$ cat src/design/wpsa_pkg.sv
// Shared types and constants for the weighted posterior scatter-accumulate block.
// Depends on nothing; every other file refers to it by scoped names.

package wpsa_pkg;

    // Matrix and map geometry
    localparam int MAX_COLS    = 256;
    localparam int MAX_SEQ_LEN = 256;
    localparam int COL_W       = $clog2(MAX_COLS);
    localparam int SEQ_W       = $clog2(MAX_SEQ_LEN);
    localparam int CELL_AW     = 2 * COL_W;
    localparam int CELL_DEPTH  = MAX_COLS * MAX_COLS;

    // Field widths
    localparam int POS_W   = 8;
    localparam int CFG_W   = 9;
    localparam int FRAC_W  = 16;
    localparam int CELL_W  = 32;
    localparam int WW_W    = 2 * FRAC_W;
    localparam int PROD_W  = 3 * FRAC_W;
    localparam int SHIFT   = 24;
    localparam int INC_W   = PROD_W - SHIFT + 1;

    localparam logic [POS_W:0]  SEQ_LIMIT  = (POS_W + 1)'(MAX_SEQ_LEN);
    localparam logic [CFG_W-1:0] COL_LIMIT = CFG_W'(MAX_COLS);
    localparam logic [PROD_W-1:0] ROUND_HALF = PROD_W'(1) << (SHIFT - 1);
    localparam logic [CELL_AW-1:0] CELL_LAST = CELL_AW'(CELL_DEPTH - 1);

    // Depth of both queues
    localparam int QUEUE_DEPTH = 2;
    localparam int QPTR_W      = $clog2(QUEUE_DEPTH);
    localparam int QCNT_W      = $clog2(QUEUE_DEPTH + 1);

    // Input op codes
    typedef enum logic [2:0] {
        OP_CLEAR  = 3'd0,
        OP_LOAD_A = 3'd1,
        OP_LOAD_B = 3'd2,
        OP_ACCUM  = 3'd3,
        OP_READ   = 3'd4
    } op_t;

    // Command kinds after classification
    typedef enum logic [2:0] {
        CMD_NOP    = 3'd0,
        CMD_CLEAR  = 3'd1,
        CMD_LOAD_A = 3'd2,
        CMD_LOAD_B = 3'd3,
        CMD_ACCUM  = 3'd4,
        CMD_READ   = 3'd5
    } cmd_kind_t;

    typedef struct packed {
        cmd_kind_t          kind;
        logic               pos_err;
        logic [POS_W-1:0]   a_pos;
        logic [POS_W-1:0]   b_pos;
        logic [COL_W-1:0]   map_col;
        logic [COL_W-1:0]   cell_row;
        logic [COL_W-1:0]   cell_col;
        logic [FRAC_W-1:0]  prob;
        logic [FRAC_W-1:0]  weight_one;
        logic [FRAC_W-1:0]  weight_two;
    } cmd_t;

    typedef struct packed {
        logic [CELL_W-1:0] value;
        logic              status;
    } res_t;

    typedef struct packed {
        logic empty;
        logic full;
    } resq_stat_t;

    typedef struct packed {
        logic take;
        logic init_busy;
    } back_ctl_t;

endpackage

$ cat src/design/wpsa_resq.sv
// Result queue: holds finished results until the consumer takes them.
// Depends on wpsa_pkg.

module wpsa_resq (
    input  logic                   clk,
    input  logic                   rst_n,
    input  logic                   res_push,
    input  wpsa_pkg::res_t         res_in,
    input  logic                   pop,
    output wpsa_pkg::resq_stat_t   stat,
    output wpsa_pkg::res_t         res_out
);

    wpsa_pkg::res_t                q_mem [wpsa_pkg::QUEUE_DEPTH];
    logic [wpsa_pkg::QPTR_W-1:0]   wr_ptr_reg, wr_ptr_next;
    logic [wpsa_pkg::QPTR_W-1:0]   rd_ptr_reg, rd_ptr_next;
    logic [wpsa_pkg::QCNT_W-1:0]   count_reg, count_next;
    logic                          do_pop;

    assign stat.empty = (count_reg == '0);
    assign stat.full  = (count_reg == wpsa_pkg::QCNT_W'(wpsa_pkg::QUEUE_DEPTH));
    assign do_pop     = pop && !stat.empty;
    assign res_out    = q_mem[rd_ptr_reg];

    always_comb
    begin
        wr_ptr_next = wr_ptr_reg;
        rd_ptr_next = rd_ptr_reg;
        count_next  = count_reg;
        if (res_push)
        begin
            wr_ptr_next = wr_ptr_reg + 1'b1;
        end
        if (do_pop)
        begin
            rd_ptr_next = rd_ptr_reg + 1'b1;
        end
        if (res_push && !do_pop)
        begin
            count_next = count_reg + 1'b1;
        end
        else if (!res_push && do_pop)
        begin
            count_next = count_reg - 1'b1;
        end
    end

    always_ff @(posedge clk or negedge rst_n)
    begin
        if (!rst_n)
        begin
            wr_ptr_reg <= '0;
            rd_ptr_reg <= '0;
            count_reg  <= '0;
        end
        else
        begin
            wr_ptr_reg <= wr_ptr_next;
            rd_ptr_reg <= rd_ptr_next;
            count_reg  <= count_next;
        end
    end

    always_ff @(posedge clk)
    begin
        if (res_push)
        begin
            q_mem[wr_ptr_reg] <= res_in;
        end
    end

endmodule

$ cat config.mk
export PLATFORM = sky130hd
export DESIGN_NAME = wpsa_resq
export DESIGN_NICKNAME = d
export VERILOG_FILES = /design/src/design/wpsa_pkg.sv /design/src/design/wpsa_resq.sv
export SDC_FILE = /design/constraint.sdc
export NUM_CORES = 1
export LEC_CHECK = 0
export BUFFER_PORTS_ARGS = -buffer_cell sky130_fd_sc_hd__buf_2
export CAP_MARGIN = 25
export CORE_MARGIN = 8
export CORE_UTILIZATION = 35
export CTS_CLUSTER_DIAMETER = 50
export CTS_CLUSTER_SIZE = 16
export DETAILED_ROUTE_END_ITERATION = 8
export GPL_ROUTABILITY_DRIVEN = 0
export SLEW_MARGIN = 10
export SYNTH_ARGS = -nofsm -noshare
export SYNTH_HDL_FRONTEND = slang
export SYNTH_SLANG_ARGS = --single-unit
$ cat constraint.sdc
create_clock -name clk -period 4.4 [get_ports clk]
set_clock_uncertainty 0.05 [all_clocks]
set_input_delay 0.66 -clock clk [delete_from_list [all_inputs] [get_ports clk]]
set_output_delay 0.66 -clock clk [all_outputs]
set_load 0.05 [all_outputs]
==> impl_metrics.toml <==
[synthesis]
syn_nets = 157
yosysSeqAreaShare = 0.7651
yosys_warnings = 0
syn_inst = 119
synth_area_sq_um = 2721
synth_top_area_frac = 0.7283
syn_area_per_cell_sq_um = 22.87
ys_types = 14
synth_top_cell_by_area = "edfxtp_1"
synthTopCellsByArea = "edfxtp_1 (73%), mux2_4 (16%), dfrtp_1 (3.7%)"
synth_seq_cells = 70

[timing]
slew_headroom = 0.3434
clock.fmax_ghz = 0.4154
finalCritPeriodShare = 0.5471
finalSetupViolCount = 0
final_hold_viol_count = 0
rsz0062_at_grt = "no"
tns_ps = 0
tightestPinTransition_ps = 982.8
drv_slew = 0
finalWorstSetupSlack_ps = 1993
hold_ws_ps = 68.99
fin_crit_ps = 2407

[clock_tree]
cts.sink_count = 70
clk_latency_ps = 330
cts-root-buf = "clkbuf_8"
hold_buffers = 0
cts_made_buffers = 9
tritoncts = "built"
cts_resized = 0
postCtsSetupBuffers = 0
clkTransAtPathRegs_ps = 70
htree_levels = 3
cts_buffer_depth = 2

[placed_design]
dp_cells = 288
place_hpwl_microns = 3117
post-place-ws_ps = 1974
numPortBuffers = 71
place_area_sq_um = 3143

[drt]
wl_per_cell_microns = 15.33
drt_iter0_markers = 21
drc = 0
vias = 1303
antenna_left = 0
first_pass_iters = 4
wl_microns = 4677
vias_per_cell = 4.272

[setup_path]
cp_cell_sequence = "buf_12 -> mux2_2 -> buf_2"
worstPathRequired_ps = 3690
arrival_ps = 1700
slowest_stage = "dfrtp_2"
crit_type = "flop to output port"
crit_fanout = 28
startpoint_type = "flop"
slowest_delay_ps = 530
r2r_cells = 1
end_kind = "output port"

[min_path]
hp-class = "input pin to asynchronous set/reset pin"

[layout]
fin_cells = 305
syn_to_final_growth_pct = 22.85
layout_commonest_cell = "buf_2"
finalCoreUtilization = 0.4372
final_cell_mix = "buf_2 (71), edfxtp_1 (66), mux2_4 (29)"
num_antenna_cells = 0
drive_gt1_frac = 0.5764
fin_nets = 236
stdcell_area_sq_um = 3343
largest_reg_flops = 66

[floorplan]
die_width_microns = 104.2
io_pins = 72
die-area_sq_um = 10850
rows = 32
core_sq_um = 7647
die_y_microns = 104.2
initial_core_util = 0.3559

[grt]
grt-ovfl-total = 0
grt_pass1_wl_microns = 7251
grt_max_degree = 35
grt_usage = 0.08844
antenna_found_initial = 0
grt_pass1_vias = 1385

[run]
cap_violations = 0

[status]
status = "complete, no violations"

[power_and_ir_drop]
vdd_drop_max_v = 0.0003827
p_total_mw = 2.508
power_density_nw_per_um2 = 750.2
p_leak_nw = 1.339
final timing paths:
| check | startpoint | to | slack, ps |
|---|---|---|---|
| max in group asynchronous | rst_n | rd_ptr_reg | 4100 |
| min reg2reg | count_reg[1] | count_reg[1] | 470 |
| max reg2reg | wr_ptr_reg | q_mem[0][27] | 2740 |
| max | rd_ptr_reg | res_out[16] | 1990 |
| min in group clk | res_in[2] | q_mem[0][2] | 460 |
| min | rst_n | count_reg[0] | 70 |
layer usage:
| layer | track usage | vias to the layer above | share of wire |
|---|---|---|---|
| li1 | - | 619 | - |
| met3 | 0.03532 | 11 | 0.063 |
| met1 | 0.09681 | 626 | 0.42 |
| met2 | 0.1379 | 47 | 0.49 |
| met4 | 0.06205 | 0 | 0.025 |
| met5 | 0 | - | 0 |
synthesized netlist by cell type:
cell type  number
edfxtp_1       66
mux2_4         29
dfrtp_1         4
buf_12          3
xor2_1          3
mux2_1          2
mux2_2          2
nor2_1          2
nor2b_1         2
xnor2_1         2
and2_1          1
buf_6           1
ha_1            1
o21ai_1         1
power breakdown:
part	leakage (nW)	switching [mW]	total (mW)	internal, mW
logic	0.588	0.731	1.08	0.351
registers	0.665	0.0626	0.954	0.891
clock network	0.0864	0.219	0.473	0.254
total	1.34	1.01	2.51	1.50
cell families (layout without fill, tap and decap cells):
| group | count (synthesis) | in the layout | synth area share |
|---|---|---|---|
| adders and majority gates | 1 | 1 | 0.004597 |
| DFF | 70 | 70 | 0.7651 |
| AOI/OAI and AO/OA | 1 | 1 | 0.001837 |
| muxes | 33 | 33 | 0.1766 |
| buffers and inverters | 4 | 88 | 0.02621 |
| and+or+nand+nor | 5 | 5 | 0.009657 |
| xor gates and xnor gates | 5 | 5 | 0.01609 |
critical path, delay by kind of cell, from the launching register on:
kind / cells / cell delay [ps]
DFF: 1 / 530
muxes: 1 / 360
buffers and inverters: 2 / 480
layout make-up:
| type | count | area [sq um] |
|---|---|---|
| Fill cell | 696 | 4304 |
| Sequential cell | 70 | 2083 |
| Multi-Input combinational cell | 45 | 576.8 |
| Timing Repair Buffer | 72 | 375.4 |
| Clock buffer | 10 | 127.6 |
| Tap cell | 102 | 127.6 |
| Clock inverter | 6 | 52.55 |
No activity file was read; power rests on OpenSTA's default activity.
