--- src/design/wpsa_pkg.sv ---
// Shared types and constants for the weighted posterior scatter-accumulate block.
// Depends on nothing; every other file refers to it by scoped names.

package wpsa_pkg;

    // Matrix and map geometry
    localparam int MAX_COLS    = 256;
    localparam int MAX_SEQ_LEN = 256;
    localparam int COL_W       = $clog2(MAX_COLS);
    localparam int SEQ_W       = $clog2(MAX_SEQ_LEN);
    localparam int CELL_AW     = 2 * COL_W;
    localparam int CELL_DEPTH  = MAX_COLS * MAX_COLS;

    // Field widths
    localparam int POS_W   = 8;
    localparam int CFG_W   = 9;
    localparam int FRAC_W  = 16;
    localparam int CELL_W  = 32;
    localparam int WW_W    = 2 * FRAC_W;
    localparam int PROD_W  = 3 * FRAC_W;
    localparam int SHIFT   = 24;
    localparam int INC_W   = PROD_W - SHIFT + 1;

    localparam logic [POS_W:0]  SEQ_LIMIT  = (POS_W + 1)'(MAX_SEQ_LEN);
    localparam logic [CFG_W-1:0] COL_LIMIT = CFG_W'(MAX_COLS);
    localparam logic [PROD_W-1:0] ROUND_HALF = PROD_W'(1) << (SHIFT - 1);
    localparam logic [CELL_AW-1:0] CELL_LAST = CELL_AW'(CELL_DEPTH - 1);

    // Depth of both queues
    localparam int QUEUE_DEPTH = 2;
    localparam int QPTR_W      = $clog2(QUEUE_DEPTH);
    localparam int QCNT_W      = $clog2(QUEUE_DEPTH + 1);

    // Input op codes
    typedef enum logic [2:0] {
        OP_CLEAR  = 3'd0,
        OP_LOAD_A = 3'd1,
        OP_LOAD_B = 3'd2,
        OP_ACCUM  = 3'd3,
        OP_READ   = 3'd4
    } op_t;

    // Command kinds after classification
    typedef enum logic [2:0] {
        CMD_NOP    = 3'd0,
        CMD_CLEAR  = 3'd1,
        CMD_LOAD_A = 3'd2,
        CMD_LOAD_B = 3'd3,
        CMD_ACCUM  = 3'd4,
        CMD_READ   = 3'd5
    } cmd_kind_t;

    typedef struct packed {
        cmd_kind_t          kind;
        logic               pos_err;
        logic [POS_W-1:0]   a_pos;
        logic [POS_W-1:0]   b_pos;
        logic [COL_W-1:0]   map_col;
        logic [COL_W-1:0]   cell_row;
        logic [COL_W-1:0]   cell_col;
        logic [FRAC_W-1:0]  prob;
        logic [FRAC_W-1:0]  weight_one;
        logic [FRAC_W-1:0]  weight_two;
    } cmd_t;

    typedef struct packed {
        logic [CELL_W-1:0] value;
        logic              status;
    } res_t;

    typedef struct packed {
        logic empty;
        logic full;
    } resq_stat_t;

    typedef struct packed {
        logic take;
        logic init_busy;
    } back_ctl_t;

endpackage

--- src/design/wpsa_front.sv ---
// Front end: accepts input items, classifies them into commands and queues them.
// Depends on wpsa_pkg.

module wpsa_front (
    input  logic                          clk,
    input  logic                          rst_n,
    input  logic                          push,
    output logic                          full,
    input  logic [2:0]                    op,
    input  logic [7:0]                    row_pos,
    input  logic [7:0]                    col_pos,
    input  logic                          swapped,
    input  logic [15:0]                   prob,
    input  logic [15:0]                   weight_one,
    input  logic [15:0]                   weight_two,
    input  logic [7:0]                    map_col,
    input  logic [7:0]                    cell_row,
    input  logic [7:0]                    cell_col,
    input  wpsa_pkg::back_ctl_t           ctl,
    output logic                          cmd_valid,
    output wpsa_pkg::cmd_t                cmd
);

    wpsa_pkg::cmd_t                    q_mem [wpsa_pkg::QUEUE_DEPTH];
    logic [wpsa_pkg::QPTR_W-1:0]       wr_ptr_reg, wr_ptr_next;
    logic [wpsa_pkg::QPTR_W-1:0]       rd_ptr_reg, rd_ptr_next;
    logic [wpsa_pkg::QCNT_W-1:0]       count_reg, count_next;
    wpsa_pkg::cmd_t                    cls;
    logic                              accept;

    // Classify the incoming item
    always_comb
    begin
        cls            = '0;
        cls.kind       = wpsa_pkg::CMD_NOP;
        cls.map_col    = map_col;
        cls.cell_row   = cell_row;
        cls.cell_col   = cell_col;
        cls.prob       = prob;
        cls.weight_one = weight_one;
        cls.weight_two = weight_two;
        cls.a_pos      = row_pos;
        cls.b_pos      = col_pos;
        unique case (op)
            wpsa_pkg::OP_CLEAR:
            begin
                cls.kind = wpsa_pkg::CMD_CLEAR;
            end
            wpsa_pkg::OP_LOAD_A:
            begin
                cls.kind    = wpsa_pkg::CMD_LOAD_A;
                cls.pos_err = ({1'b0, row_pos} >= wpsa_pkg::SEQ_LIMIT);
            end
            wpsa_pkg::OP_LOAD_B:
            begin
                cls.kind    = wpsa_pkg::CMD_LOAD_B;
                cls.pos_err = ({1'b0, row_pos} >= wpsa_pkg::SEQ_LIMIT);
            end
            wpsa_pkg::OP_ACCUM:
            begin
                cls.kind    = wpsa_pkg::CMD_ACCUM;
                cls.a_pos   = swapped ? col_pos : row_pos;
                cls.b_pos   = swapped ? row_pos : col_pos;
                cls.pos_err = ({1'b0, row_pos} >= wpsa_pkg::SEQ_LIMIT) ||
                              ({1'b0, col_pos} >= wpsa_pkg::SEQ_LIMIT);
            end
            wpsa_pkg::OP_READ:
            begin
                cls.kind = wpsa_pkg::CMD_READ;
            end
            default:
            begin
                cls.kind = wpsa_pkg::CMD_NOP;
            end
        endcase
    end

    // Hold off input while the queue is full or the matrix is still being swept after reset
    assign full      = (count_reg == wpsa_pkg::QCNT_W'(wpsa_pkg::QUEUE_DEPTH)) || ctl.init_busy;
    assign accept    = push && !full;
    assign cmd_valid = (count_reg != '0);
    assign cmd       = q_mem[rd_ptr_reg];

    always_comb
    begin
        wr_ptr_next = wr_ptr_reg;
        rd_ptr_next = rd_ptr_reg;
        count_next  = count_reg;
        if (accept)
        begin
            wr_ptr_next = wr_ptr_reg + 1'b1;
        end
        if (ctl.take)
        begin
            rd_ptr_next = rd_ptr_reg + 1'b1;
        end
        if (accept && !ctl.take)
        begin
            count_next = count_reg + 1'b1;
        end
        else if (!accept && ctl.take)
        begin
            count_next = count_reg - 1'b1;
        end
    end

    always_ff @(posedge clk or negedge rst_n)
    begin
        if (!rst_n)
        begin
            wr_ptr_reg <= '0;
            rd_ptr_reg <= '0;
            count_reg  <= '0;
        end
        else
        begin
            wr_ptr_reg <= wr_ptr_next;
            rd_ptr_reg <= rd_ptr_next;
            count_reg  <= count_next;
        end
    end

    always_ff @(posedge clk)
    begin
        if (accept)
        begin
            q_mem[wr_ptr_reg] <= cls;
        end
    end

endmodule

--- config.mk ---
export PLATFORM = sky130hd
export DESIGN_NAME = wpsa_front
export DESIGN_NICKNAME = d
export VERILOG_FILES = /design/src/design/wpsa_pkg.sv /design/src/design/wpsa_front.sv
export SDC_FILE = /design/constraint.sdc
export NUM_CORES = 1
export LEC_CHECK = 0
export ABC_AREA = 1
export ABC_CLOCK_PERIOD_IN_PS = 5650
export BUFFER_PORTS_ARGS = -buffer_cell sky130_fd_sc_hd__buf_2
export CAP_MARGIN = 20
export CELL_PAD_IN_SITES_DETAIL_PLACEMENT = 1
export CELL_PAD_IN_SITES_GLOBAL_PLACEMENT = 2
export CORE_UTILIZATION = 37
export DETAILED_ROUTE_END_ITERATION = 8
export GPL_ROUTABILITY_DRIVEN = 0
export PLACE_DENSITY = 0.75
export SLEW_MARGIN = 40
export SYNTH_ARGS = -nofsm -noshare
export SYNTH_HDL_FRONTEND = slang
export SYNTH_SLANG_ARGS = --single-unit
--- constraint.sdc ---
create_clock -name clk -period 5.65 [get_ports clk]
set_input_delay 1.13 -clock clk [delete_from_list [all_inputs] [get_ports clk]]
set_output_delay 1.13 -clock clk [all_outputs]
set_load 0.05 [all_outputs]
==> results.py <==
metrics = {
    "critical_path": {
        "cp_top_family": "flip-flops",
        "r2r_setup_slack_ns": 3.46,
        "crit_type": "reg -> out",
        "crit_buf_inv": 2,
        "critPathRequiredTime_ns": 4.52,
        "cp_slowest_cell": "dfrtp_4",
        "arrival_ns": 2.15,
        "path_cells": "buf_4 -> mux2_2 -> buf_2",
        "cp_max_fo": 28,
        "endpoint_kind": "output port",
        "crit_path_start_kind": "flip-flop",
        "critPathMaxStageDelay_ns": 0.69,
    },
    "synth": {
        "yosysMostFrequentCell": "edfxtp_1",
        "synth-async-reset-ratio": 0.0215,
        "syn_inst": 375,
        "yosysTopAreaCell": "edfxtp_1",
        "netlist_top_cells_area": "edfxtp_1, mux2_2, nand2_1",
        "synth_top_cell_area_share": 0.769,
        "synth_flop_cell": "edfxtp_1",
        "syn_area_um2": 7110,
        "syn-num-nets": 473,
        "ys_types": 21,
        "yosysSeqAreaShare": 0.783,
        "synth-edff-count": 182,
        "avgSynthCellArea_um2": 19.0,
        "synthTopCellsByCount": "edfxtp_1, mux2_2, nand2_1",
        "ys_warn_count": 0,
        "synth-seq-cells": 186,
    },
    "placed_design": {
        "dp.cells": 788,
        "place_hpwl_um": 10200,
        "io_buffers": 189,
    },
    "power": {
        "clockPowerShare": 0.253,
        "ir_drop_uv": 238,
        "power_switching_w": 0.00184,
        "seqPwrFrac": 0.379,
        "switching_share": 0.388,
        "finalPower_w": 0.00475,
        "p_int_w": 0.00290,
        "pwr-share-comb": 0.368,
        "power.density_nw_per_um2": 535,
        "p_leak_nw": 3.38,
    },
    "die": {
        "chipWidth_um": 141,
        "start_util": 0.379,
        "pin_count": 191,
        "fp.dieH_um": 141,
        "die-area_um2": 19800,
        "core_um2": 18800,
        "fp-row-count": 50,
    },
    "clock_tree": {
        "cts_tree": "done",
        "hold_buffers": 0,
        "cts.sinks": 186,
        "cts_resized": 0,
        "worstSkewPairLatency_ns": 0.42,
        "ctsLongestPathBuffers": 2,
        "htree_levels": 4,
        "root_buffer": "clkbuf_16",
        "clk_pin_slew_ns": 0.06,
        "cts_setup_buffers": 0,
        "cts_buffers": 17,
    },
    "cells_and_area": {
        "largest_register_ffs": 182,
        "layout-drive-gt1-share": 0.545,
        "nets": 671,
        "areaGrowthSynthToFinish_pct": 24.8,
        "final_cells": 820,
        "n_fill_cell": 1870,
    },
    "routing": {
        "drcViolationCount": 0,
        "viasPerCell": 4.78,
        "wire_per_inst_um": 18.0,
        "wl_um": 14800,
        "drt_iter0_markers": 140,
        "drt_pass1_iterations": 5,
        "vias": 3920,
        "drtAntennaViolNets": 0,
    },
    "timing": {
        "finalHoldViolCount": 0,
        "tns_ns": 0,
        "timing.final.crit_period_ns": 3.28,
        "slew_violations": 0,
        "grt_setup_unrepaired": "false",
        "finClkSkew_ns": 0.0108,
        "tightest_slew_ns": 0.655,
        "fin_crit_sh": 0.580,
        "relSlewSlack": 0.563,
        "finalSetupViolations": 0,
        "fmax_ghz": 0.305,
    },
    "grt": {
        "grt_start_max_net_pins": 62,
        "grt_antenna_before_repair": 1,
        "grt_first_pass_wirelength_um": 23000,
        "track_usage": 0.155,
        "grt.overflow.total": 0,
        "grt_pass1_vias": 4268,
    },
    "worst_hold_path": {
        "hold_path_class": "reg -> reg",
    },
    "status": {
        "status": "completed",
    },
    "job": {
        "maxCapViolCount": 0,
    },
}
-- per-layer routing --
layer | part of all wire | vias to the layer above | global-route usage
met2 | 0.51 | 128 | 0.262
met4 | 0.015 | 0 | 0.0589
met3 | 0.069 | 15 | 0.0533
met1 | 0.40 | 1955 | 0.184
li1 | - | 1822 | -
met5 | 0 | - | 0
-- cells in the final DEF (no fill, tap or decap), drive strengths merged --
| cell type | synthesis | layout |
|---|---|---|
| buf | 15 | 194 |
| edfxtp | 182 | 182 |
| mux2 | 91 | 91 |
| nand2 | 44 | 44 |
| nand3 | 18 | 18 |
| clkbuf | 0 | 18 |
| inv | 9 | 13 |
| clkinv | 0 | 5 |
| dfrtp | 4 | 4 |
| bufinv | 0 | 3 |
| nor2 | 3 | 3 |
| nand4 | 2 | 2 |
| diode | 0 | 1 |
| nor3b | 1 | 1 |
| o21ai | 1 | 1 |
| a21oi | 1 | 1 |
| xnor2 | 1 | 1 |
| xor2 | 1 | 1 |
| ha | 1 | 1 |
| conb | 1 | 1 |
| clkinvlp | 0 | 1 |
-- worst reg2reg max path, stage by stage (launching register included) --
cell	delay (ns)
dfrtp_1	0.39
inv_1	0.08
nand2_1	0.10
nand4_1	0.20
inv_6	0.49
buf_4	0.57
-- power by group through the flow --
stage	Clock [W]	Combinational (W)	Sequential (W)
2_1_floorplan	0	0.00147	0.00178
3_3_place_gp	0	0.00167	0.00188
3_5_place_dp	0	0.00176	0.00184
4_1_cts	0.00124	0.00177	0.00181
5_1_grt	0.00129	0.00183	0.00182
6_report	0.00120	0.00175	0.00180
-- worst paths after layout --
kind,start,to,cells after the start
worst max-delay path,rd_ptr_reg,cmd[72],3
worst min-delay path,wr_ptr_reg,wr_ptr_reg,2
worst min register to register,wr_ptr_reg,wr_ptr_reg,2
max in group asynchronous,rst_n,rd_ptr_reg,1
min in group asynchronous,rst_n,count_reg[1],1
worst max register to register,count_reg[0],q_mem[0][89],5
-- through the flow --
stage / setup slack, ns / instance area, um2 / util / hold slack [ns]
after global routing: 2.25 / 8870 / 0.473 / 0.479
after CTS: 2.32 / 8870 / 0.473 / 0.482
after floorplan: 1.52 / 7110 / - / 0.442
after detailed placement: 2.55 / 8270 / 0.441 / 0.467
after global placement: 2.43 / 8250 / 0.440 / 0.459
final: 2.37 / 8870 / 0.473 / 0.475
-- kinds of logic (layout without fill, tap and decap cells) --
logic type / count (synthesis) / in the layout / share of synthesized area
and+or+nand+nor: 68 / 68 / 0.0428
other: 1 / 2 / 0.000527
xor gates and xnor gates: 2 / 2 / 0.00246
AOI/OAI and AO/OA: 2 / 2 / 0.00141
DFF: 186 / 186 / 0.783
muxes: 91 / 91 / 0.144
buffers and inverters: 24 / 234 / 0.0243
adders and majority gates: 1 / 1 / 0.00176
-- cell type report --
cell class | count | area (um2) | share of cell area
clock inverter | 13 | 165 | 0.0186
sequential | 186 | 5570 | 0.628
inverter | 9 | 38.8 | 0.00437
clock buffer | 18 | 429 | 0.0484
antenna | 1 | 2.50 | 0.000282
multi-input combinational | 165 | 1380 | 0.156
tap | 234 | 293 | 0.0330
timing repair buffer | 194 | 996 | 0.112
(Power assumes the default switching activity.)
